--- config.mk ---
export PLATFORM = sky130hd
export DESIGN_NAME = image_link_capture_controller
export DESIGN_NICKNAME = d
export VERILOG_FILES = /design/src/rtl/ilcc_pkg.sv /design/src/rtl/image_link_capture_controller.sv /design/src/rtl/ilcc_cfg_regs.sv /design/src/rtl/ilcc_ctrl.sv
export SDC_FILE = /design/constraint.sdc
export NUM_CORES = 1
export LEC_CHECK = 0
export BUFFER_PORTS_ARGS = -buffer_cell sky130_fd_sc_hd__buf_4
export CORE_ASPECT_RATIO = 2
export CORE_MARGIN = 1
export CORE_UTILIZATION = 55
export CTS_CLUSTER_DIAMETER = 100
export DETAILED_ROUTE_END_ITERATION = 12
export HOLD_SLACK_MARGIN = 0.03
export PLACE_DENSITY = 0.71
export SLEW_MARGIN = 20
export SYNTH_ARGS = -nofsm -noshare
export SYNTH_HDL_FRONTEND = slang
export SYNTH_SLANG_ARGS = --single-unit
--- constraint.sdc ---
create_clock -name clk -period 22.2 [get_ports clk]
set_input_delay 2.22 -clock clk [delete_from_list [all_inputs] [get_ports clk]]
set_output_delay 2.22 -clock clk [all_outputs]
set_load 0.05 [all_outputs]
--- src/rtl/ilcc_pkg.sv ---
// ----------------------------------------------------------------------------
// ilcc_pkg
// types, codes and frame geometry shared by the image link capture controller
// ----------------------------------------------------------------------------
package ilcc_pkg;

  // frame geometry
  localparam int unsigned FRAME_BYTES = 38400;
  localparam int unsigned CHUNK_BYTES = 1264;
  localparam int unsigned CHUNK_CNT   = (FRAME_BYTES + CHUNK_BYTES - 1) / CHUNK_BYTES;

  // field widths
  localparam int unsigned CHUNK_W  = 5;
  localparam int unsigned OFF_W    = 18;  // holds 31 * 4096
  localparam int unsigned CFG_W    = 16;
  localparam int unsigned CFG_IDX_W = 3;
  localparam int unsigned IN_TDATA_W  = 48;
  localparam int unsigned OUT_TDATA_W = 80;

  // configuration register indexes
  localparam logic [CFG_IDX_W-1:0] REG_NODE_TARGET  = 3'd0;
  localparam logic [CFG_IDX_W-1:0] REG_FREE_RUN     = 3'd1;
  localparam logic [CFG_IDX_W-1:0] REG_VITALS_PER   = 3'd2;
  localparam logic [CFG_IDX_W-1:0] REG_SETTLE       = 3'd3;
  localparam logic [CFG_IDX_W-1:0] REG_IMAGE_GAP    = 3'd4;

  localparam logic [7:0] TARGET_NONE  = 8'h00;
  localparam logic [7:0] TARGET_BCAST = 8'hFF;

  // configuration reset values
  localparam logic [7:0]       RST_NODE_TARGET = 8'd1;
  localparam logic             RST_FREE_RUN    = 1'b1;
  localparam logic [CFG_W-1:0] RST_VITALS_PER  = 16'd1000;
  localparam logic [CFG_W-1:0] RST_SETTLE      = 16'd1000;
  localparam logic [CFG_W-1:0] RST_IMAGE_GAP   = 16'd0;

  typedef enum logic [1:0] {
    EV_PACKET  = 2'd0,
    EV_POLL    = 2'd1,
    EV_TX_DONE = 2'd2,
    EV_SPARE   = 2'd3
  } event_t;

  typedef enum logic [2:0] {
    PK_COMMAND   = 3'd0,
    PK_VITALS    = 3'd1,
    PK_GO        = 3'd2,
    PK_STOP      = 3'd3,
    PK_STOP_LOSS = 3'd4,
    PK_OTHER     = 3'd5
  } pkt_kind_t;

  typedef enum logic [2:0] {
    CMD_FFC        = 3'd0,
    CMD_TAKE_IMAGE = 3'd1,
    CMD_START_REC  = 3'd2,
    CMD_STOP_REC   = 3'd3,
    CMD_STREAM_OFF = 3'd4,
    CMD_STREAM_ON  = 3'd5,
    CMD_DOSE_ZERO  = 3'd6,
    CMD_UNKNOWN    = 3'd7
  } cmd_code_t;

  typedef enum logic [1:0] {
    TX_NONE   = 2'd0,
    TX_ACK    = 2'd1,
    TX_VITALS = 2'd2,
    TX_CHUNK  = 2'd3
  } send_kind_t;

  typedef enum logic [1:0] {
    MODE_IDLE    = 2'd0,
    MODE_CORRECT = 2'd1,
    MODE_SINGLE  = 2'd2,
    MODE_RECORD  = 2'd3
  } cap_mode_t;

  typedef struct packed {
    logic [7:0]       node_target;
    logic             free_run;
    logic [CFG_W-1:0] vitals_period_ms;
    logic [CFG_W-1:0] settle_ms;
    logic [CFG_W-1:0] image_gap_ms;
  } cfg_t;

  typedef struct packed {
    logic [1:0]  command;
    logic [31:0] now_ms;
    logic [7:0]  pkt_target;
    logic [2:0]  pkt_kind;
    logic        pkt_has_payload;
    logic [2:0]  cmd_code;
    logic        frame_available;
  } in_item_t;

  typedef struct packed {
    logic [1:0]         send_kind;
    logic [CHUNK_W-1:0] chunk_number;
    logic [CHUNK_W-1:0] chunk_count;
    logic [15:0]        chunk_offset;
    logic [10:0]        chunk_length;
    logic               last_chunk;
    logic               start_correction;
    logic               start_dose_zero;
    logic [1:0]         capture_mode;
    logic               stream_on;
    logic [15:0]        images_done;
    logic [15:0]        rejected_count;
  } result_t;

endpackage

--- src/rtl/image_link_capture_controller.sv ---
// ----------------------------------------------------------------------------
// image_link_capture_controller
// downlink controller of a camera node: packets, polls and transmit events
// ----------------------------------------------------------------------------
// Each request on the input stream is one event: a decoded packet, a scheduler
// poll or a transmit-done notice, and each produces exactly one result. The
// block takes one request per clock: an accepted request is held in the input
// register, then the controller update lands in the result register, from
// which the result is offered. The rate is one request per cycle, set by the
// single controller state update; it drops only while the result side stalls.
// Configuration must be written through the plain write port only while the
// block is idle; the block itself does not enforce this. Target ids 0 and
// 0xFF are ignored.
// ----------------------------------------------------------------------------
module image_link_capture_controller (
  input  logic                              clk,
  input  logic                              rst_n,
  // input stream
  input  logic                              in_tvalid,
  output logic                              in_tready,
  // tdata, lowest bit up: now_ms[31:0], pkt_target[39:32], pkt_kind[42:40],
  // pkt_has_payload[43], cmd_code[46:44], frame_available[47]
  input  logic [ilcc_pkg::IN_TDATA_W-1:0]   in_tdata,
  // tuser: command[1:0]
  input  logic [1:0]                        in_tuser,
  // result stream
  output logic                              out_tvalid,
  input  logic                              out_tready,
  // tdata, lowest bit up: chunk_number[4:0], chunk_count[9:5],
  // chunk_offset[25:10], chunk_length[36:26], start_correction[37],
  // start_dose_zero[38], capture_mode[40:39], stream_on[41],
  // images_done[57:42], rejected_count[73:58], zero fill to bit 79
  output logic [ilcc_pkg::OUT_TDATA_W-1:0]  out_tdata,
  // tuser: send_kind[1:0]
  output logic [1:0]                        out_tuser,
  // last chunk of the frame
  output logic                              out_tlast,
  // configuration
  input  logic                              cfg_we,
  input  logic [ilcc_pkg::CFG_IDX_W-1:0]    cfg_index,
  input  logic [ilcc_pkg::CFG_W-1:0]        cfg_wdata
);
  import ilcc_pkg::*;

  cfg_t     cfg;
  in_item_t in_item_r, in_item_nxt;
  logic     in_valid_r, in_valid_nxt;
  result_t  res;
  result_t  out_res_r, out_res_nxt;
  logic     out_valid_r, out_valid_nxt;
  logic     fire;

  // request in the input register moves on when the result slot frees up
  assign fire      = in_valid_r && (!out_valid_r || out_tready);
  assign in_tready = !in_valid_r || fire;

  // unpack the incoming request
  always_comb begin
    in_item_nxt                 = in_item_r;
    in_valid_nxt                = in_valid_r;
    if (in_tready) begin
      in_valid_nxt                = in_tvalid;
      in_item_nxt.command         = in_tuser;
      in_item_nxt.now_ms          = in_tdata[31:0];
      in_item_nxt.pkt_target      = in_tdata[39:32];
      in_item_nxt.pkt_kind        = in_tdata[42:40];
      in_item_nxt.pkt_has_payload = in_tdata[43];
      in_item_nxt.cmd_code        = in_tdata[46:44];
      in_item_nxt.frame_available = in_tdata[47];
    end
  end

  // result register holds until the consumer takes it
  always_comb begin
    out_res_nxt   = out_res_r;
    out_valid_nxt = out_valid_r;
    if (fire) begin
      out_res_nxt   = res;
      out_valid_nxt = 1'b1;
    end else if (out_tready) begin
      out_valid_nxt = 1'b0;
    end
  end

  always_ff @(posedge clk) begin
    if (!rst_n) begin
      in_valid_r  <= 1'b0;
      out_valid_r <= 1'b0;
    end else begin
      in_valid_r  <= in_valid_nxt;
      out_valid_r <= out_valid_nxt;
    end
  end

  // payload registers, no reset needed
  always_ff @(posedge clk) begin
    in_item_r <= in_item_nxt;
    out_res_r <= out_res_nxt;
  end

  ilcc_cfg_regs u_cfg (
    .clk       (clk),
    .rst_n     (rst_n),
    .cfg_we    (cfg_we),
    .cfg_index (cfg_index),
    .cfg_wdata (cfg_wdata),
    .cfg       (cfg)
  );

  ilcc_ctrl u_ctrl (
    .clk   (clk),
    .rst_n (rst_n),
    .fire  (fire),
    .item  (in_item_r),
    .cfg   (cfg),
    .res   (res)
  );

  assign out_tvalid = out_valid_r;
  assign out_tuser  = out_res_r.send_kind;
  assign out_tlast  = out_res_r.last_chunk;
  assign out_tdata  = {6'd0,
                       out_res_r.rejected_count,
                       out_res_r.images_done,
                       out_res_r.stream_on,
                       out_res_r.capture_mode,
                       out_res_r.start_dose_zero,
                       out_res_r.start_correction,
                       out_res_r.chunk_length,
                       out_res_r.chunk_offset,
                       out_res_r.chunk_count,
                       out_res_r.chunk_number};

endmodule

--- src/rtl/ilcc_cfg_regs.sv ---
// ----------------------------------------------------------------------------
// ilcc_cfg_regs
// configuration register file, write only
// ----------------------------------------------------------------------------
module ilcc_cfg_regs (
  input  logic                          clk,
  input  logic                          rst_n,
  input  logic                          cfg_we,
  input  logic [ilcc_pkg::CFG_IDX_W-1:0] cfg_index,
  input  logic [ilcc_pkg::CFG_W-1:0]     cfg_wdata,
  output ilcc_pkg::cfg_t                cfg
);
  import ilcc_pkg::*;

  cfg_t cfg_r, cfg_nxt;
  logic [7:0] target_wr;

  assign target_wr = cfg_wdata[7:0];

  always_comb begin
    cfg_nxt = cfg_r;
    if (cfg_we) begin
      unique case (cfg_index)
        REG_NODE_TARGET: begin
          // reserved ids keep the previous target
          if (target_wr != TARGET_NONE && target_wr != TARGET_BCAST) begin
            cfg_nxt.node_target = target_wr;
          end
        end
        REG_FREE_RUN:   cfg_nxt.free_run         = cfg_wdata[0];
        REG_VITALS_PER: cfg_nxt.vitals_period_ms = cfg_wdata;
        REG_SETTLE:     cfg_nxt.settle_ms        = cfg_wdata;
        REG_IMAGE_GAP:  cfg_nxt.image_gap_ms     = cfg_wdata;
        default: ;
      endcase
    end
  end

  always_ff @(posedge clk) begin
    if (!rst_n) begin
      cfg_r.node_target      <= RST_NODE_TARGET;
      cfg_r.free_run         <= RST_FREE_RUN;
      cfg_r.vitals_period_ms <= RST_VITALS_PER;
      cfg_r.settle_ms        <= RST_SETTLE;
      cfg_r.image_gap_ms     <= RST_IMAGE_GAP;
    end else begin
      cfg_r <= cfg_nxt;
    end
  end

  assign cfg = cfg_r;

endmodule

--- src/rtl/ilcc_ctrl.sv ---
// ----------------------------------------------------------------------------
// ilcc_ctrl
// controller state and per-request update, result formed combinationally
// ----------------------------------------------------------------------------
module ilcc_ctrl (
  input  logic               clk,
  input  logic               rst_n,
  input  logic               fire,
  input  ilcc_pkg::in_item_t item,
  input  ilcc_pkg::cfg_t     cfg,
  output ilcc_pkg::result_t  res
);
  import ilcc_pkg::*;

  logic               stream_r, stream_nxt;
  logic [1:0]         mode_r, mode_nxt;
  logic               single_r, single_nxt;
  logic [1:0]         pend_r, pend_nxt;
  logic               armed_r, armed_nxt;
  logic [31:0]        deadline_r, deadline_nxt;
  logic               ack_owed_r, ack_owed_nxt;
  logic               vit_owed_r, vit_owed_nxt;
  logic               tx_busy_r, tx_busy_nxt;
  logic [31:0]        last_vit_r, last_vit_nxt;
  logic [31:0]        last_img_r, last_img_nxt;
  logic [CHUNK_W-1:0] chunk_r, chunk_nxt;
  logic [15:0]        img_cnt_r, img_cnt_nxt;
  logic [15:0]        rej_cnt_r, rej_cnt_nxt;

  logic [31:0]    settle_diff;
  logic           vit_due;
  logic           img_due;
  logic [OFF_W-1:0] offset;
  logic [OFF_W-1:0] remaining;
  logic           in_frame;
  logic           is_final;

  always_comb begin
    stream_nxt   = stream_r;
    mode_nxt     = mode_r;
    single_nxt   = single_r;
    pend_nxt     = pend_r;
    armed_nxt    = armed_r;
    deadline_nxt = deadline_r;
    ack_owed_nxt = ack_owed_r;
    vit_owed_nxt = vit_owed_r;
    tx_busy_nxt  = tx_busy_r;
    last_vit_nxt = last_vit_r;
    last_img_nxt = last_img_r;
    chunk_nxt    = chunk_r;
    img_cnt_nxt  = img_cnt_r;
    rej_cnt_nxt  = rej_cnt_r;

    res = '0;

    settle_diff = item.now_ms - deadline_r;
    vit_due     = (item.now_ms - last_vit_r) >= {16'd0, cfg.vitals_period_ms};
    img_due     = (item.now_ms - last_img_r) >= {16'd0, cfg.image_gap_ms};
    offset      = '0;
    remaining   = '0;
    in_frame    = 1'b0;
    is_final    = 1'b0;

    unique case (event_t'(item.command))
      EV_PACKET: begin
        if (item.pkt_target != cfg.node_target) begin
          rej_cnt_nxt = rej_cnt_r + 16'd1;
        end else begin
          case (pkt_kind_t'(item.pkt_kind)) inside
            PK_COMMAND: begin
              if (item.pkt_has_payload) begin
                case (cmd_code_t'(item.cmd_code)) inside
                  CMD_FFC: res.start_correction = 1'b1;
                  CMD_TAKE_IMAGE, CMD_START_REC: begin
                    // correction first, capture starts once it has settled
                    res.start_correction = 1'b1;
                    deadline_nxt = item.now_ms + {16'd0, cfg.settle_ms};
                    armed_nxt    = 1'b1;
                    mode_nxt     = MODE_CORRECT;
                    stream_nxt   = 1'b0;
                    single_nxt   = (item.cmd_code == CMD_TAKE_IMAGE);
                    chunk_nxt    = '0;
                    pend_nxt     = (item.cmd_code == CMD_TAKE_IMAGE) ? MODE_SINGLE
                                                                     : MODE_RECORD;
                  end
                  CMD_STOP_REC, CMD_STREAM_OFF: begin
                    stream_nxt   = 1'b0;
                    single_nxt   = 1'b0;
                    armed_nxt    = 1'b0;
                    deadline_nxt = '0;
                    mode_nxt     = MODE_IDLE;
                    chunk_nxt    = '0;
                  end
                  CMD_STREAM_ON: begin
                    single_nxt   = 1'b0;
                    armed_nxt    = 1'b0;
                    deadline_nxt = '0;
                    stream_nxt   = 1'b1;
                    mode_nxt     = MODE_RECORD;
                  end
                  CMD_DOSE_ZERO: res.start_dose_zero = 1'b1;
                  default: ;
                endcase
              end
              ack_owed_nxt = 1'b1;
            end
            PK_VITALS: vit_owed_nxt = 1'b1;
            PK_GO: begin
              stream_nxt = 1'b1;
              mode_nxt   = MODE_RECORD;
            end
            PK_STOP, PK_STOP_LOSS: begin
              stream_nxt   = 1'b0;
              single_nxt   = 1'b0;
              armed_nxt    = 1'b0;
              deadline_nxt = '0;
              mode_nxt     = MODE_IDLE;
              chunk_nxt    = '0;
            end
            default: ;
          endcase
        end
      end
      EV_POLL: begin
        if (!tx_busy_r) begin
          // settle deadline reached: wrap-safe signed compare
          if (armed_r && !settle_diff[31]) begin
            armed_nxt    = 1'b0;
            deadline_nxt = '0;
            chunk_nxt    = '0;
            stream_nxt   = 1'b1;
            mode_nxt     = pend_r;
          end
          offset    = OFF_W'(chunk_nxt) * OFF_W'(CHUNK_BYTES);
          in_frame  = offset < OFF_W'(FRAME_BYTES);
          remaining = OFF_W'(FRAME_BYTES) - offset;
          is_final  = remaining <= OFF_W'(CHUNK_BYTES);
          if (ack_owed_r) begin
            ack_owed_nxt  = 1'b0;
            tx_busy_nxt   = 1'b1;
            res.send_kind = TX_ACK;
          end else if (vit_owed_r) begin
            vit_owed_nxt  = 1'b0;
            last_vit_nxt  = item.now_ms;
            tx_busy_nxt   = 1'b1;
            res.send_kind = TX_VITALS;
          end else if (cfg.free_run && vit_due) begin
            last_vit_nxt  = item.now_ms;
            tx_busy_nxt   = 1'b1;
            res.send_kind = TX_VITALS;
          end else if (stream_nxt && img_due) begin
            last_img_nxt = item.now_ms;
            if (item.frame_available && in_frame) begin
              res.send_kind    = TX_CHUNK;
              tx_busy_nxt      = 1'b1;
              res.chunk_number = chunk_nxt;
              res.chunk_count  = CHUNK_W'(CHUNK_CNT);
              res.chunk_offset = offset[15:0];
              res.chunk_length = is_final ? remaining[10:0] : 11'(CHUNK_BYTES);
              res.last_chunk   = is_final;
              chunk_nxt        = is_final ? '0 : chunk_nxt + 1'b1;
              if (is_final && single_r) begin
                single_nxt  = 1'b0;
                stream_nxt  = 1'b0;
                mode_nxt    = MODE_IDLE;
                img_cnt_nxt = img_cnt_r + 16'd1;
              end
            end
          end
        end
      end
      EV_TX_DONE: tx_busy_nxt = 1'b0;
      default: ;
    endcase

    res.capture_mode   = mode_nxt;
    res.stream_on      = stream_nxt;
    res.images_done    = img_cnt_nxt;
    res.rejected_count = rej_cnt_nxt;
  end

  always_ff @(posedge clk) begin
    if (!rst_n) begin
      stream_r   <= RST_FREE_RUN;
      mode_r     <= RST_FREE_RUN ? MODE_RECORD : MODE_IDLE;
      single_r   <= 1'b0;
      pend_r     <= MODE_IDLE;
      armed_r    <= 1'b0;
      deadline_r <= '0;
      ack_owed_r <= 1'b0;
      vit_owed_r <= 1'b0;
      tx_busy_r  <= 1'b0;
      last_vit_r <= '0;
      last_img_r <= '0;
      chunk_r    <= '0;
      img_cnt_r  <= '0;
      rej_cnt_r  <= '0;
    end else if (fire) begin
      stream_r   <= stream_nxt;
      mode_r     <= mode_nxt;
      single_r   <= single_nxt;
      pend_r     <= pend_nxt;
      armed_r    <= armed_nxt;
      deadline_r <= deadline_nxt;
      ack_owed_r <= ack_owed_nxt;
      vit_owed_r <= vit_owed_nxt;
      tx_busy_r  <= tx_busy_nxt;
      last_vit_r <= last_vit_nxt;
      last_img_r <= last_img_nxt;
      chunk_r    <= chunk_nxt;
      img_cnt_r  <= img_cnt_nxt;
      rej_cnt_r  <= rej_cnt_nxt;
    end
  end

endmodule

==> results of run 1 <==
[kinds of logic after synthesis]
logic type	Yosys count	share of synthesized area, %
multiplexers	54	2.81
XOR/XNOR	132	5.91
AO/OA/AOI/OAI	531	17.1
flip-flops	316	38.2
buffers and inverters	279	5.74
adder cells (fa/ha/maj)	177	11.6
other	1	0.0192
AND/OR/NAND/NOR	787	18.6
[state kept, by name, summed over array words and instances, names as in the netlist, 16 cells and up]
register and flops:
out_tdata 61, in_item_r 50, u_ctrl.img_cnt_r 16, u_cfg.cfg 57
u_ctrl.rej_cnt_r 16, u_ctrl.deadline_r 32, u_ctrl.last_img_r 32, u_ctrl.last_vit_r 32
[power groups by stage]
stage / Combinational [mW] / Clock [mW] / Sequential (mW)
3_5_place_dp: 0.217 / 0 / 0.644
6_report: 0.220 / 0.572 / 0.631
2_1_floorplan: 0.136 / 0 / 0.658
5_1_grt: 0.240 / 0.602 / 0.633
4_1_cts: 0.218 / 0.580 / 0.631
3_3_place_gp: 0.214 / 0 / 0.644
[metrics by stage]
stage / instance area (um2) / power [mW] / hold WS, ps
CTS: 22000 / 1.43 / 457
detailed placement: 20900 / 0.861 / 443
floorplan: 19600 / 0.794 / 425
global placement: 20900 / 0.857 / 434
finish: 22000 / 1.42 / 455
global route: 22000 / 1.48 / 477
[final cells by class]
type | count | area, um2
Tap cell | 445 | 557
Multi-Input combinational cell | 1695 | 11000
Fill cell | 3089 | 13100
Clock buffer | 30 | 739
Inverter | 175 | 659
Sequential cell | 316 | 7470
Timing Repair Buffer | 158 | 1190
Clock inverter | 24 | 348
[worst max-delay path, delay by kind of cell (launching register included)]
family	cells	cell delay, ps
XOR/XNOR	1	180
AND/OR/NAND/NOR	7	3630
adder cells (fa/ha/maj)	5	1950
AO/OA/AOI/OAI	10	2870
buffers and inverters	3	350
flip-flops	1	540
[final timing paths]
kind,startpoint,end,slack [ps],cells after the start
worst max-delay path,in_item_r[40],u_ctrl.img_cnt_r[15],12580,26
worst min register to register,u_ctrl.deadline_r[19],u_ctrl.deadline_r[19],460,2
worst min-delay path,u_ctrl.deadline_r[19],u_ctrl.deadline_r[19],460,2
worst max register to register,in_item_r[40],u_ctrl.img_cnt_r[15],12580,26
[layer usage]
metal / vias up / track usage, % / routed length [um]
met5: - / 0 / 0
met4: 0 / 19.5 / 3560
met3: 182 / 3.23 / 2030
met2: 486 / 57.5 / 29300
met1: 8045 / 28.9 / 19100
li1: 8213 / - / -
[cells in the final DEF (no fill, tap or decap), types with 12 or more instances in the layout]
| cell | instances |
|---|---|
| nor2b_1 | 17 |
| or2_2 | 14 |
| o31ai_1 | 12 |
| buf_4 | 158 |
| or3_1 | 20 |
| xnor2_1 | 69 |
| nand3_1 | 56 |
| nor4_1 | 14 |
| o211ai_1 | 32 |
| inv_1 | 173 |
| or4_1 | 14 |
| xor2_1 | 63 |
| o21a_1 | 19 |
| and3_1 | 25 |
| edfxtp_1 | 114 |
| nor2_1 | 248 |
| nand4_1 | 31 |
| nand2_1 | 242 |
| nand2b_1 | 31 |
| a211oi_1 | 24 |
| a21o_1 | 30 |
| a21oi_1 | 201 |
| mux2i_1 | 47 |
| and2_1 | 13 |
| conb_1 | 14 |
| o21ai_0 | 99 |
| dfxtp_1 | 202 |
| clkbuf_16 | 29 |
| nor3_1 | 37 |
| ha_1 | 169 |
| a22oi_1 | 15 |
==> metrics, run 1 <==
Clock power frac=40.2%; antenna fix cells=0; setup_tns=0 ps; fmax=104 MHz; Util after Layout=62.7%; H-Tree Depth=1; clk_skew=17.6 ps; Post-synth EDFFs=114; nature of the critical path endpoint=flop; Sw Ratio=28.0%; worst hold path type=flop to flop; Critical Path Fanout Max=35; synthesized flop and latch total=316; RSZ-0062 raised after global routing=no; Comb pwr share=15.5%; leading area contributor after synthesis=dfxtp_1; Hold Fails Final Rpt=0; NumNets Final=2626; critical path's slowest cell=or3_1; pre-CTS WS=12550 ps; Avg Inst Size Synth=8.59 um2; IO Count=159; first drt pass iteration count=5; register area share after synthesis=38.2%; Starting DRT DRC Count=888; vias=16900; first-pass GRT wire length=84100 um; worst path required time=22720 ps; deepest clock path buffer count=3; Worst-Skew Late Latency=600 ps; Layout area overhead=12.4%; CTS tree=built; die height=269 um; vias in the first global route=16500; outcome=complete, no violations; synth warn=0; Crit path largest cell delay=860 ps; Core ar.=35100 um2; CP arrival=10140 ps; post-route ant nets=0; top cells by count, synth=nor2_1 (248), nand2_1 (243), dfxtp_1 (202), a21oi_1 (201), inv_1 (174); Pleak=8.81 nW; Remaining DRCs=0; clock transition at the registers of the reported paths=70 ps; VDD IR max=0.0000773 V; CTS root buffer=clkbuf_16; Via density=5.95; relative slew slack=18.6%; fin crit share=43.3%; setup bufs post-CTS=0; HPWL Detailed=41000 um; Max Transition Viols Final=0; GR Overflow Total=0; final wirelength=54000 um; post-cts resize count=0; Synth Cell Area=19600 um2; Worst Setup Start Kind=flop; Psw=0.399 mW; Core Rows=97; initial antenna violation count=0; largest net degree at the start of global routing=91; # port buffers=144; Crit Path Category=flop to flop; Post-synth top flop=dfxtp_1; minimum clock period=9620 ps; All-Layer GR Usage=29.6%; Non-Filler Instances=2843; P_int=1.02 mW; top cells by area in the synthesized netlist=dfxtp_1 (21%), edfxtp_1 (17%), ha_1 (11%), a21oi_1 (5.1%), nor2_1 (4.8%); Worst Max-Slew Pin Slew=1190 ps; Yosys top cell area share=20.7%; final worst slack=12580 ps; cell with the most instances after synthesis=nor2_1; Power Density=64.7 nW/um2; Max-Cap Viols=0; clk sink count=316; initial core utilization=55.8%; cell count after synthesis=2277; die width=135 um; Seq pwr share=44.3%; cts bufs inserted=29; Final Setup Violations=0; Avg WL per Cell=19.0 um; placed cell count=2789; routability cong.=0.947; post-synthesis cell type count=77; layout cell share with drive strength beyond 1=10.4%; Async SR Flop Fraction=0%; Total Die Area=36400 um2; CTS Hold Bufs=0
No activity file was read; power rests on OpenSTA's default activity.
==> run 2, diff against run 1 <==
- PLACE_DENSITY: 0.71 -> 0.74
- clock period: 22.2 -> 7.94 ns (I/O delays scaled with it)
==> run 2 against run 1 <==
Via count is 1.0% higher; clock power grew to 2.9 times the previous value; core utilization grew 1.1 points; critical path depth grew 1; clock-buffer cell count rose by 2; sequential share of layout area down 0.60 points; sequential power rose to 2.8 times the previous value; cell count grew 1.5%.
==> metrics, run 2 (same netlist as run 1, synthesis figures left out) <==
outcome=complete, no violations; layout cell share with drive strength beyond 1=12.0% (+1.6 points); H-Tree Depth=1 (unchanged); All-Layer GR Usage=30.0% (+0.41 points); worst path required time=8450 ps (-14270 ps); leading cell type in the layout, fill and taps excluded=nor2_1; routability cong.=1.01 (+6.2%); commonest non-fill, non-tap cells in the layout=nor2_1 (248), nand2_1 (242), dfxtp_1 (202); CTS root buffer=clkbuf_16; final wirelength=54300 um (+0.57%); clk sink count=316 (unchanged); Remaining DRCs=0 (unchanged); die width=135 um (unchanged); Max-Cap Viols=0 (unchanged); IO Count=159 (unchanged); Crit Path Category=flop to flop; NumNets Final=2669 (+1.6%); cts bufs inserted=30 (+3.4%); nature of the critical path endpoint=flop; Total Power=4.05 mW (+180%); largest net degree at the start of global routing=85 (-6.6%); die height=269 um (unchanged); first-pass GRT wire length=85800 um (+2.1%); critical path's slowest cell=or4_1; CTS tree=built; Pleak=9.04 nW (+2.6%); HPWL Detailed=41600 um (+1.3%); Total Die Area=36400 um2 (unchanged); VDD IR max=0.000199 V (+160%); Final Setup Violations=0 (unchanged); initial core utilization=55.8% (unchanged); CP bufs+invs=4 (+1); pre-CTS WS=104 ps (-12440 ps); minimum clock period=7660 ps (-1960 ps); Starting DRT DRC Count=1008 (+14%); first drt pass iteration count=6 (+1); Core ar.=35100 um2 (unchanged); CP most frequent cell=ha_1; fin crit share=96.4% (+53 points); worst hold path type=input port to flop; Crit path largest cell delay=500 ps (-360 ps); Critical Path Fanout Max=35 (unchanged); Worst Setup Start Kind=flop; final worst slack=284 ps (-12300 ps); setup bufs post-CTS=0 (unchanged); # port buffers=144 (unchanged); Hold Fails Final Rpt=0 (unchanged); Non-Filler Instances=2887 (+1.5%); Worst-Skew Late Latency=610 ps (about the same); Hold WS=359 ps (-96.2 ps); crit-path leading delay family=simple AND/OR/NAND/NOR gates; deepest clock path buffer count=3 (unchanged); max reg flops=61 (unchanged); clk_skew=24.2 ps (+6.59 ps); antenna fix cells=0 (unchanged); placed cell count=2831 (+1.5%); vias in the first global route=17500 (+6.4%); CTS Hold Bufs=0 (unchanged); GR Overflow Total=0 (unchanged); vias=17100 (+1.0%); Layout area overhead=14.4%; post-route ant nets=0 (unchanged); Max Transition Viols Final=0 (unchanged); Power Density=181 nW/um2 (+180%); fmax=131 MHz (+26%); RSZ-0062 raised after global routing=yes; CP arrival=8170 ps (-1970 ps); post-cts resize count=0 (unchanged); setup_tns=0 ps (unchanged); Core Rows=97 (unchanged); initial antenna violation count=0 (unchanged); clock transition at the registers of the reported paths=70 ps (about the same); Avg WL per Cell=18.8 um (-0.96%); Via density=5.92 (-0.54%); relative slew slack=34.8% (+16 points); Worst Max-Slew Pin Slew=978 ps (-212 ps)
==> run 2: power by group <==
group          switching (mW)  internal (mW)  leakage, nW  total [mW]
Sequential             0.0330           1.72         2.74        1.75
Clock                   0.688          0.972        0.546        1.66
Combinational           0.406          0.231         5.75       0.636
Total                    1.13           2.92         9.04        4.05
==> run 2: path summary, 6_finish.rpt <==
| kind | startpoint | to | slack (ps) | depth (start not counted) |
|---|---|---|---|---|
| max | in_item_r[42] | u_ctrl.img_cnt_r[15] | 280 | 27 |
| min | in_tdata[12] | in_item_r[28] | 360 | 1 |
| max reg2reg | in_item_r[42] | u_ctrl.img_cnt_r[15] | 280 | 27 |
| min reg2reg | u_cfg.cfg[8] | u_cfg.cfg[8] | 460 | 2 |
==> run 2: layer usage <==
metal | GRT usage (%) | share of wire [%] | vias to the layer above
met4 | 19.7 | 6.5 | 0
met1 | 28.4 | 35 | 8129
met2 | 59.3 | 55 | 497
met3 | 3.31 | 4.0 | 183
met5 | 0 | 0 | -
li1 | - | - | 8286
==> run 2: final cells by class <==
| cell class | count | area [um2] |
|---|---|---|
| timing repair buffer | 200 | 1510 |
| clock inverter | 24 | 369 |
| fill | 3017 | 12700 |
| inverter | 175 | 661 |
| tap | 445 | 557 |
| sequential | 316 | 7470 |
| clock buffer | 32 | 768 |
| multi-input combinational | 1695 | 11100 |
==> run 2: worst register-to-register path, delay by kind of cell, from the launching register on <==
family	cells	cell delay, ps
AOI/OAI and AO/OA	9	1990
muxes	1	350
and+or+nand+nor	8	2240
buffers and inverters	4	640
adders and majority gates	5	1950
DFF	1	410
==> run 2: through the flow <==
step / utilization, % / instance area [um2]
2_1_floorplan: - / 19600
3_3_place_gp: 60.6 / 21200
3_5_place_dp: 60.6 / 21200
4_1_cts: 63.8 / 22400
5_1_grt: 63.8 / 22400
6_report: 63.8 / 22400
